===== config.mk =====
export PLATFORM = sky130hd
export DESIGN_NAME = escaped_crc16_frame_receiver
export DESIGN_NICKNAME = d
export VERILOG_FILES = /design/src/rtl/ecfr_pkg.sv /design/src/rtl/ecfr_front.sv /design/src/rtl/ecfr_token_queue.sv /design/src/rtl/ecfr_back.sv /design/src/rtl/escaped_crc16_frame_receiver.sv
export SDC_FILE = /design/constraint.sdc
export NUM_CORES = 1
export LEC_CHECK = 0
export BUFFER_PORTS_ARGS = -buffer_cell sky130_fd_sc_hd__buf_2
export CAP_MARGIN = 30
export CELL_PAD_IN_SITES_DETAIL_PLACEMENT = 0
export CELL_PAD_IN_SITES_GLOBAL_PLACEMENT = 1
export CORE_MARGIN = 1.5
export CORE_UTILIZATION = 45
export CTS_BUF_LIST = sky130_fd_sc_hd__clkbuf_8
export CTS_CLUSTER_DIAMETER = 100
export DETAILED_ROUTE_END_ITERATION = 6
export PLACE_DENSITY_LB_ADDON = 0.1
export SKIP_LAST_GASP = 1
export SYNTH_ARGS = -nofsm -noshare
export SYNTH_HDL_FRONTEND = slang
export SYNTH_SLANG_ARGS = --single-unit
export TNS_END_PERCENT = 20

===== constraint.sdc =====
create_clock -name clock -period 4.4 [get_ports clock]
set_input_delay 0.66 -clock clock [delete_from_list [all_inputs] [get_ports clock]]
set_output_delay 0.66 -clock clock [all_outputs]
set_load 0.02 [all_outputs]

===== src/rtl/ecfr_pkg.sv =====
// shared types, constants and the crc byte update for the escaped frame receiver
// depends on nothing; every rtl file imports it
package ecfr_pkg;

   // link framing bytes
   localparam logic [7:0] START_BYTE     = 8'hFE;
   localparam logic [7:0] ESC_BYTE       = 8'hFD;
   localparam logic [7:0] ESC_CODE_START = 8'h01;
   localparam logic [7:0] ESC_CODE_ESC   = 8'h02;

   // command range and minimum frame length
   localparam logic [7:0]  CMD_MIN       = 8'h01;
   localparam logic [7:0]  CMD_MAX       = 8'h08;
   localparam logic [15:0] MIN_FRAME_LEN = 16'd3;

   // crc-16, poly 0x8005, msb first
   localparam logic [15:0] CRC_POLY = 16'h8005;

   // result item kinds
   localparam logic KIND_PAYLOAD = 1'b0;
   localparam logic KIND_STATUS  = 1'b1;

   // frame status codes
   localparam logic [1:0] ST_OK        = 2'd0;
   localparam logic [1:0] ST_CRC_BAD   = 2'd1;
   localparam logic [1:0] ST_SHORT_LEN = 2'd2;
   localparam logic [1:0] ST_BAD_CMD   = 2'd3;

   // token queue between front and back
   localparam int TQ_DEPTH = 4;
   localparam int TQ_PTR_W = $clog2(TQ_DEPTH);
   localparam int TQ_CNT_W = $clog2(TQ_DEPTH + 1);

   // result queue at the output
   localparam int OQ_DEPTH = 2;
   localparam int OQ_PTR_W = (OQ_DEPTH > 1) ? $clog2(OQ_DEPTH) : 1;
   localparam int OQ_CNT_W = $clog2(OQ_DEPTH + 1);

   // role of one unescaped byte within the frame
   typedef enum logic [2:0] {
      TK_LEN_LO,
      TK_LEN_HI,
      TK_LEN_SHORT,
      TK_CMD,
      TK_PAYLOAD,
      TK_CRC_LO,
      TK_CRC_HI
   } tok_class_type;

   typedef struct packed {
      tok_class_type cls;
      logic [7:0]    data;
   } token_type;

   typedef struct packed {
      logic       kind;
      logic [7:0] data;
      logic [7:0] cmd;
      logic [1:0] status;
   } result_type;

   // front status seen by the top level
   typedef struct packed {
      logic in_frame;
      logic escape_pending;
   } front_stat_type;

   // one byte through the crc register, eight shift steps
   function automatic logic [15:0] crc_update(input logic [15:0] crc, input logic [7:0] b);
      logic [15:0] c;
      c = crc ^ {b, 8'h00};
      for (int i = 0; i < 8; i++) begin
         if (c[15]) begin
            c = {c[14:0], 1'b0} ^ CRC_POLY;
         end else begin
            c = {c[14:0], 1'b0};
         end
      end
      return c;
   endfunction

endpackage


===== src/rtl/ecfr_front.sv =====
// front end: start hunt, unescape and classification of each frame byte
// depends on ecfr_pkg
module ecfr_front (
   input  logic                    clock,
   input  logic                    reset,
   input  logic                    accept,
   input  logic [7:0]              link_byte,
   output logic                    tok_valid,
   output ecfr_pkg::token_type     tok,
   output ecfr_pkg::front_stat_type stat
);
   import ecfr_pkg::*;

   logic        in_frame_ff, in_frame_in;
   logic        esc_ff, esc_in;
   logic [16:0] count_ff, count_in;
   logic [15:0] len_ff, len_in;

   logic        dvalid;
   logic [7:0]  dbyte;
   logic [15:0] len_full;

   // unescape the raw byte
   always_comb begin
      esc_in = esc_ff;
      dvalid = 1'b0;
      dbyte  = link_byte;
      if (in_frame_ff) begin
         if (esc_ff) begin
            esc_in = 1'b0;
            priority if (link_byte == ESC_CODE_START) begin
               dvalid = 1'b1;
               dbyte  = START_BYTE;
            end else if (link_byte == ESC_CODE_ESC) begin
               dvalid = 1'b1;
               dbyte  = ESC_BYTE;
            end else begin
               dvalid = 1'b0;
            end
         end else if (link_byte == ESC_BYTE) begin
            esc_in = 1'b1;
         end else begin
            dvalid = 1'b1;
         end
      end else if (link_byte == START_BYTE) begin
         esc_in = 1'b0;
      end
   end

   assign len_full = {dbyte, len_ff[7:0]};

   // classify the byte by its position in the frame
   always_comb begin
      in_frame_in = in_frame_ff;
      count_in    = count_ff;
      len_in      = len_ff;
      tok.cls     = TK_PAYLOAD;
      tok.data    = dbyte;
      if (!in_frame_ff) begin
         if (link_byte == START_BYTE) begin
            in_frame_in = 1'b1;
            count_in    = '0;
            len_in      = '0;
         end
      end else if (dvalid) begin
         count_in = count_ff + 17'd1;
         priority if (count_ff == 17'd0) begin
            tok.cls = TK_LEN_LO;
            len_in  = {8'h00, dbyte};
         end else if (count_ff == 17'd1) begin
            len_in = len_full;
            if (len_full < MIN_FRAME_LEN) begin
               tok.cls     = TK_LEN_SHORT;
               in_frame_in = 1'b0;
            end else begin
               tok.cls = TK_LEN_HI;
            end
         end else if (count_ff == 17'd2) begin
            tok.cls = TK_CMD;
         end else if (count_ff < {1'b0, len_ff}) begin
            tok.cls = TK_PAYLOAD;
         end else if (count_ff == {1'b0, len_ff}) begin
            tok.cls = TK_CRC_LO;
         end else begin
            tok.cls     = TK_CRC_HI;
            in_frame_in = 1'b0;
         end
      end
   end

   assign tok_valid = accept && in_frame_ff && dvalid;

   // frame position state
   always_ff @(posedge clock) begin
      if (reset) begin
         in_frame_ff <= 1'b0;
         esc_ff      <= 1'b0;
         count_ff    <= '0;
         len_ff      <= '0;
      end else if (accept) begin
         in_frame_ff <= in_frame_in;
         esc_ff      <= esc_in;
         count_ff    <= count_in;
         len_ff      <= len_in;
      end
   end

   assign stat.in_frame       = in_frame_ff;
   assign stat.escape_pending = esc_ff;

endmodule


===== src/rtl/ecfr_token_queue.sv =====
// short token queue that decouples the front end from the back end
// depends on ecfr_pkg
module ecfr_token_queue (
   input  logic                          clock,
   input  logic                          reset,
   input  logic                          wr,
   input  ecfr_pkg::token_type           wdata,
   output logic                          full,
   input  logic                          rd,
   output logic                          rvalid,
   output ecfr_pkg::token_type           rdata,
   output logic [ecfr_pkg::TQ_CNT_W-1:0] level
);
   import ecfr_pkg::*;

   token_type             slot_ff [TQ_DEPTH];
   logic [TQ_PTR_W-1:0]   wptr_ff, wptr_in;
   logic [TQ_PTR_W-1:0]   rptr_ff, rptr_in;
   logic [TQ_CNT_W-1:0]   cnt_ff, cnt_in;
   logic                  do_wr, do_rd;

   assign full   = (cnt_ff == TQ_CNT_W'(TQ_DEPTH));
   assign rvalid = (cnt_ff != '0);
   assign rdata  = slot_ff[rptr_ff];
   assign level  = cnt_ff;
   assign do_wr  = wr && !full;
   assign do_rd  = rd && rvalid;

   // pointer and fill count update
   always_comb begin
      wptr_in = wptr_ff;
      rptr_in = rptr_ff;
      cnt_in  = cnt_ff;
      if (do_wr) begin
         wptr_in = (wptr_ff == TQ_PTR_W'(TQ_DEPTH - 1)) ? '0 : wptr_ff + 1'b1;
      end
      if (do_rd) begin
         rptr_in = (rptr_ff == TQ_PTR_W'(TQ_DEPTH - 1)) ? '0 : rptr_ff + 1'b1;
      end
      unique case ({do_wr, do_rd})
         2'b10:   cnt_in = cnt_ff + 1'b1;
         2'b01:   cnt_in = cnt_ff - 1'b1;
         default: cnt_in = cnt_ff;
      endcase
   end

   always_ff @(posedge clock) begin
      if (reset) begin
         wptr_ff <= '0;
         rptr_ff <= '0;
         cnt_ff  <= '0;
      end else begin
         wptr_ff <= wptr_in;
         rptr_ff <= rptr_in;
         cnt_ff  <= cnt_in;
      end
   end

   // token storage
   always_ff @(posedge clock) begin
      if (do_wr) begin
         slot_ff[wptr_ff] <= wdata;
      end
   end

endmodule


===== src/rtl/ecfr_back.sv =====
// back end: running crc, command capture, frame checks and the result queue
// depends on ecfr_pkg
module ecfr_back (
   input  logic                  clock,
   input  logic                  reset,
   input  logic                  tok_valid,
   input  ecfr_pkg::token_type   tok,
   output logic                  tok_take,
   input  logic                  pop,
   output logic                  empty,
   output ecfr_pkg::result_type  res
);
   import ecfr_pkg::*;

   logic [15:0]         crc_ff, crc_in;
   logic [7:0]          cmd_ff, cmd_in;
   logic [7:0]          crc_lo_ff, crc_lo_in;

   result_type          slot_ff [OQ_DEPTH];
   logic [OQ_PTR_W-1:0] wptr_ff, wptr_in;
   logic [OQ_PTR_W-1:0] rptr_ff, rptr_in;
   logic [OQ_CNT_W-1:0] cnt_ff, cnt_in;

   logic                pop_fire;
   logic                res_valid;
   result_type          res_new;
   logic                do_wr;

   assign empty    = (cnt_ff == '0);
   assign pop_fire = pop && !empty;
   assign tok_take = tok_valid && ((cnt_ff != OQ_CNT_W'(OQ_DEPTH)) || pop_fire);
   assign res      = slot_ff[rptr_ff];

   // per-token work
   always_comb begin
      crc_in         = crc_ff;
      cmd_in         = cmd_ff;
      crc_lo_in      = crc_lo_ff;
      res_valid      = 1'b0;
      res_new.kind   = KIND_STATUS;
      res_new.data   = 8'h00;
      res_new.cmd    = cmd_ff;
      res_new.status = ST_OK;
      unique case (tok.cls)
         TK_LEN_LO: begin
            crc_in = crc_update(16'h0000, tok.data);
            cmd_in = 8'h00;
         end
         TK_LEN_HI: begin
            crc_in = crc_update(crc_ff, tok.data);
         end
         TK_LEN_SHORT: begin
            res_valid      = 1'b1;
            res_new.status = ST_SHORT_LEN;
         end
         TK_CMD: begin
            crc_in = crc_update(crc_ff, tok.data);
            cmd_in = tok.data;
         end
         TK_PAYLOAD: begin
            crc_in       = crc_update(crc_ff, tok.data);
            res_valid    = 1'b1;
            res_new.kind = KIND_PAYLOAD;
            res_new.data = tok.data;
         end
         TK_CRC_LO: begin
            crc_lo_in = tok.data;
         end
         TK_CRC_HI: begin
            res_valid = 1'b1;
            priority if ({tok.data, crc_lo_ff} != crc_ff) begin
               res_new.status = ST_CRC_BAD;
            end else if ((cmd_ff < CMD_MIN) || (cmd_ff > CMD_MAX)) begin
               res_new.status = ST_BAD_CMD;
            end else begin
               res_new.status = ST_OK;
            end
         end
         default: begin
            res_valid = 1'b0;
         end
      endcase
   end

   // frame accumulators
   always_ff @(posedge clock) begin
      if (tok_take) begin
         crc_ff    <= crc_in;
         cmd_ff    <= cmd_in;
         crc_lo_ff <= crc_lo_in;
      end
   end

   assign do_wr = tok_take && res_valid;

   // result queue pointers and count
   always_comb begin
      wptr_in = wptr_ff;
      rptr_in = rptr_ff;
      if (do_wr) begin
         wptr_in = (wptr_ff == OQ_PTR_W'(OQ_DEPTH - 1)) ? '0 : wptr_ff + 1'b1;
      end
      if (pop_fire) begin
         rptr_in = (rptr_ff == OQ_PTR_W'(OQ_DEPTH - 1)) ? '0 : rptr_ff + 1'b1;
      end
      unique case ({do_wr, pop_fire})
         2'b10:   cnt_in = cnt_ff + 1'b1;
         2'b01:   cnt_in = cnt_ff - 1'b1;
         default: cnt_in = cnt_ff;
      endcase
   end

   always_ff @(posedge clock) begin
      if (reset) begin
         wptr_ff <= '0;
         rptr_ff <= '0;
         cnt_ff  <= '0;
      end else begin
         wptr_ff <= wptr_in;
         rptr_ff <= rptr_in;
         cnt_ff  <= cnt_in;
      end
   end

   // result storage
   always_ff @(posedge clock) begin
      if (do_wr) begin
         slot_ff[wptr_ff] <= res_new;
      end
   end

endmodule


===== src/rtl/escaped_crc16_frame_receiver.sv =====
// top level of the escaped crc-16 frame receiver
// depends on ecfr_pkg, ecfr_front, ecfr_token_queue and ecfr_back
//
//   channel   ports                                   transfer when
//   --------  --------------------------------------  ------------------
//   request   req_push, req_full, req_link_byte       push && !full
//   response  rsp_pop, rsp_empty, rsp_item_kind,      pop && !empty
//             rsp_payload_byte, rsp_command_id,
//             rsp_frame_status
//
// one link byte is taken every cycle while the token queue is not full; its result,
// if any, goes through the token queue and then the result queue to the response ports
// (front classifies into the token queue, back updates the crc into the result queue)
// the byte-wide crc update in the back end sets the cycle time
// reset is synchronous and empties both queues; the block then hunts for a start byte
// a held result stalls the back end only once the result queue is full, and the front
// end only once the token queue is full as well
module escaped_crc16_frame_receiver (
   input  logic       clock,
   input  logic       reset,
   input  logic       req_push,
   output logic       req_full,
   input  logic [7:0] req_link_byte,
   input  logic       rsp_pop,
   output logic       rsp_empty,
   output logic       rsp_item_kind,
   output logic [7:0] rsp_payload_byte,
   output logic [7:0] rsp_command_id,
   output logic [1:0] rsp_frame_status
);
   import ecfr_pkg::*;

   logic                tq_full;
   logic                accept;
   logic                tok_wr;
   token_type           tok_wdata;
   front_stat_type      fstat;
   logic                tq_rvalid;
   token_type           tq_rdata;
   logic                tq_rd;
   logic [TQ_CNT_W-1:0] tq_level;
   result_type          res;

   assign req_full = tq_full;
   assign accept   = req_push && !tq_full;

   // start hunt, unescape, classify
   ecfr_front u_front (
      .clock     (clock),
      .reset     (reset),
      .accept    (accept),
      .link_byte (req_link_byte),
      .tok_valid (tok_wr),
      .tok       (tok_wdata),
      .stat      (fstat)
   );

   // decoupling queue
   ecfr_token_queue u_tq (
      .clock  (clock),
      .reset  (reset),
      .wr     (tok_wr),
      .wdata  (tok_wdata),
      .full   (tq_full),
      .rd     (tq_rd),
      .rvalid (tq_rvalid),
      .rdata  (tq_rdata),
      .level  (tq_level)
   );

   // crc and frame checks
   ecfr_back u_back (
      .clock     (clock),
      .reset     (reset),
      .tok_valid (tq_rvalid),
      .tok       (tq_rdata),
      .tok_take  (tq_rd),
      .pop       (rsp_pop),
      .empty     (rsp_empty),
      .res       (res)
   );

   assign rsp_item_kind    = res.kind;
   assign rsp_payload_byte = res.data;
   assign rsp_command_id   = res.cmd;
   assign rsp_frame_status = res.status;

   // queues come out of reset empty
   assert property (@(posedge clock) reset |=> (rsp_empty && (tq_level == '0)))
      else $error("queues not empty after reset");

   // token queue never holds more than its depth
   assert property (@(posedge clock) disable iff (reset)
      tq_level <= TQ_CNT_W'(TQ_DEPTH))
      else $error("token queue level out of range");

   // a frame-closing token sends the front end back to hunting
   assert property (@(posedge clock) disable iff (reset)
      (tok_wr && ((tok_wdata.cls == TK_CRC_HI) || (tok_wdata.cls == TK_LEN_SHORT)))
      |=> !fstat.in_frame)
      else $error("front end still in frame after closing token");

   // an escape can only be pending inside a frame
   assert property (@(posedge clock) disable iff (reset)
      fstat.escape_pending |-> fstat.in_frame)
      else $error("escape pending while hunting");

endmodule


==> metrics.log <==
INFO  metric max_freq = 0.285 GHz
INFO  metric critical-path-top-cell-by-count = xnor2_1
INFO  metric worstSkewPairLatency = 460 ps
INFO  metric required = 4600 ps
INFO  metric synthMostInstantiatedCell = edfxtp_1
INFO  metric synth_top_area_share = 45.4%
INFO  metric timing.critical_path.cells = buf_4 -> mux4_1 -> xnor2_1 -> ha_1 -> xnor2_1 -> xnor2_1 -> xnor2_1 -> xnor2_2 -> xnor2_1 -> xnor2_1 -> mux2i_1 -> xor2_1
INFO  metric endpoint_kind = register
INFO  metric pre_cts_ws = 891 ps
INFO  metric power.sequential.fraction = 53.0%
INFO  metric power_density = 388 nW/um^2
INFO  metric design.portCount = 33
INFO  metric maxSlewHeadroom = 43.4%
INFO  metric worst-path-max-fanout = 7
INFO  metric crit_path_max_incr_delay = 730 ps
INFO  metric vdd_drop_max = 0.188 mV
INFO  metric crit_family = XOR/XNOR gates
INFO  metric estimated_wirelength_of_the_detail_placed_design = 11.0 mm
INFO  metric grt-ovfl-total = 0
INFO  metric routed_vias_inst = 5.29
INFO  metric die_area = 17500 sq um
INFO  metric synthDistinctLibCells = 51
INFO  metric post_cts_setup_driven_buffer_insertion_count = 0
INFO  metric crit_type = register to register
INFO  metric synth_ff_type = edfxtp_1
INFO  metric total_leakage_power = 3.00 nW
INFO  metric clock_tree_from_tritoncts = done
INFO  metric core.rowCount = 47
INFO  metric die_y_extent = 132 um
INFO  metric final_core_util = 50.8%
INFO  metric grt_usage = 18.7%
INFO  metric period_minus_slack = 3510 ps
INFO  metric hp-class = register to register
INFO  metric intPower = 0.00240 W
INFO  metric synthArstFlopShare = 0%
INFO  metric post-route-period-util = 79.7%
INFO  metric synth_seq_area_share = 58.4%
INFO  metric fin_ws = 892 ps
INFO  metric num-fill-cells = 1476
INFO  metric cts-htree-levels = 4
INFO  metric design_power_total = 0.00324 W
INFO  metric clock-skew-final = 10.7 ps
INFO  metric postCtsResizedCells = 0
INFO  metric numPortBuffers = 32
INFO  metric synth_cells = 605
INFO  metric drt-wirelength-per-cell = 17.4 um
INFO  metric cts.root.buffer_cell = clkbuf_8
INFO  metric crit_slowest_cell = mux4_1
INFO  metric switching_share = 26.0%
INFO  metric cts-root-to-sink-buffers = 2
INFO  metric post_synth.cell_area_avg = 12.5 sq um
INFO  metric placeableCoreArea = 16500 sq um
INFO  metric synth.top_cells.by_count = edfxtp_1, nor2_1, dfxtp_1
INFO  metric yosys_warnings = 0
INFO  metric ys_ff_latch = 163
INFO  metric inserted_diodes = 0
INFO  metric report.final.setup_viol = 0
INFO  metric cts.reportedPaths.clkPinSlew = 80 ps
INFO  metric tns = 0 ps
INFO  metric final-hold-violation-count = 0
INFO  metric cts_hold_repair.buffers = 0
INFO  metric route.detailed.drc = 0
INFO  metric main_area_contributors_after_synthesis = edfxtp_1, dfxtp_1, ha_1
INFO  metric nets = 691
INFO  metric netSwitchingPower = 0.000844 W
INFO  metric outcome = completed
INFO  metric drtPass1Iterations = 4
INFO  metric syn-num-nets = 649
INFO  metric max_slew.worst_pin.slew = 848 ps
INFO  metric num_vias = 4651
INFO  metric floorplan.initialDensity = 45.8%
INFO  metric rsz0062_at_grt = false
INFO  metric first_iter_violations = 271
INFO  metric pwr-share-comb = 13.9%
INFO  metric setup.reg_to_reg.worst_slack = 890 ps
INFO  metric die_w = 132 um
INFO  metric clock_power_share = 33.1%
INFO  metric critical_path_arrival = 3710 ps
INFO  metric synthesis.area = 7540 sq um
INFO  metric drive_gt1_share = 16.5%
INFO  metric grt_first_pass_wirelength = 25.0 mm
INFO  metric wirelength = 15.3 mm
INFO  metric routabilityCongestion = 0.814
INFO  metric vias_in_the_first_global_route = 4744
INFO  metric yosysTopAreaCell = edfxtp_1
INFO  metric largest_net_degree_at_the_start_of_global_routing = 23
INFO  metric layout-area-overhead-vs-synth = 10.9%
INFO  metric cts_num_sinks = 163
INFO  metric cp.buffers_inverters = 1
INFO  metric finalHoldWorstSlack = 487 ps
INFO  metric edff_count_synth = 114
INFO  metric cts_inserted_buffers = 17
INFO  metric start_kind = register
INFO  metric final_max_slew_viol_count = 0
INFO  metric grt_antenna_before_repair = 0
INFO  metric postRouteAntennaNets = 0
INFO  metric max_cap_viol_count = 0
## layer usage
| layer | part of all wire [%] | global-route usage, % | vias up |
|---|---|---|---|
| met5 | 0 | 0 | - |
| met4 | 2.4 | 6.72 | 0 |
| met3 | 2.5 | 4.18 | 24 |
| met2 | 51 | 32.6 | 74 |
| met1 | 44 | 22.8 | 2282 |
| li1 | - | - | 2271 |
## cells by family after synthesis
| group | Yosys count | synth area share [%] |
|---|---|---|
| AND/OR/NAND/NOR | 186 | 12.5 |
| flip-flops | 163 | 58.4 |
| AO/OA/AOI/OAI | 69 | 5.88 |
| XOR/XNOR | 65 | 7.95 |
| buffers and inverters | 55 | 2.89 |
| multiplexers | 35 | 6.94 |
| adder cells (fa/ha/maj) | 32 | 5.41 |
## per-stage QoR
step,cells,cell area [sq um]
5_1_grt,880,8360
3_3_place_gp,846,7950
3_5_place_dp,847,7960
4_1_cts,879,8350
6_report,880,8360
2_1_floorplan,605,7540
## registers in the layout, indices dropped and copies added (netlist names), named ones only
name and cells:
u_back.cnt_ff 2, u_front.len_ff 16, u_back.crc_ff 16, u_tq.wptr_ff 2, u_back.rptr_ff 1, u_back.crc_lo_ff 8, u_tq.slot_ff 44, u_front.in_frame_ff 1
u_tq.level 3, u_tq.rptr_ff 2, u_back.wptr_ff 1, u_back.cmd_ff 8, u_front.esc_ff 1, u_back.slot_ff 38, u_front.count_ff 17
## path summary, 6_finish.rpt
check | cells past startpoint | from | end
max | 12 | register | u_back.crc_ff[15]
min | 0 | u_back.cmd_ff[7] | u_back.slot_ff[1][9]
max reg2reg | 12 | register | u_back.crc_ff[15]
min reg2reg | 0 | u_back.cmd_ff[7] | u_back.slot_ff[1][9]
## area by class of cell
cell class              instances  area [sq um]  area share [%]
flip-flops and latches        163          4400            52.7
multi-input cells             387          2920            34.9
well taps                     220           275            3.29
clock buffers                  17           234            2.80
repair buffers                 42           233            2.78
clock inverters                15           156            1.87
inverters                      36           135            1.62
## power groups by stage
stage	clock, W	combinational [W]	sequential [W]
global placement	0	0.000446	0.00175
global route	0.00116	0.000495	0.00173
floorplan	0	0.000363	0.00174
CTS	0.00110	0.000455	0.00172
finish	0.00107	0.000451	0.00172
detailed placement	0	0.000452	0.00175
## layout by cell type, fill, tap and decap left out, types with 4 or more instances in the layout
cell      count
o21ai_0      10
a22o_1       13
inv_1        31
mux4_2        8
ha_1         31
nand4_1      12
nor2b_1      12
buf_4         9
nor3_1       10
nor4_1        9
o21ai_1       6
clkinv_4      5
nor2_1       51
xnor2_1      40
mux2_2       19
edfxtp_1    114
and2_1        7
a21oi_1      24
dfxtp_1      49
nand2b_1      9
clkbuf_8     17
xor2_1       22
nand3_1      12
and3_1       23
nand2_1      31
buf_2        33
mux2i_1       5
inv_2         4
(Power assumes the default switching activity.)
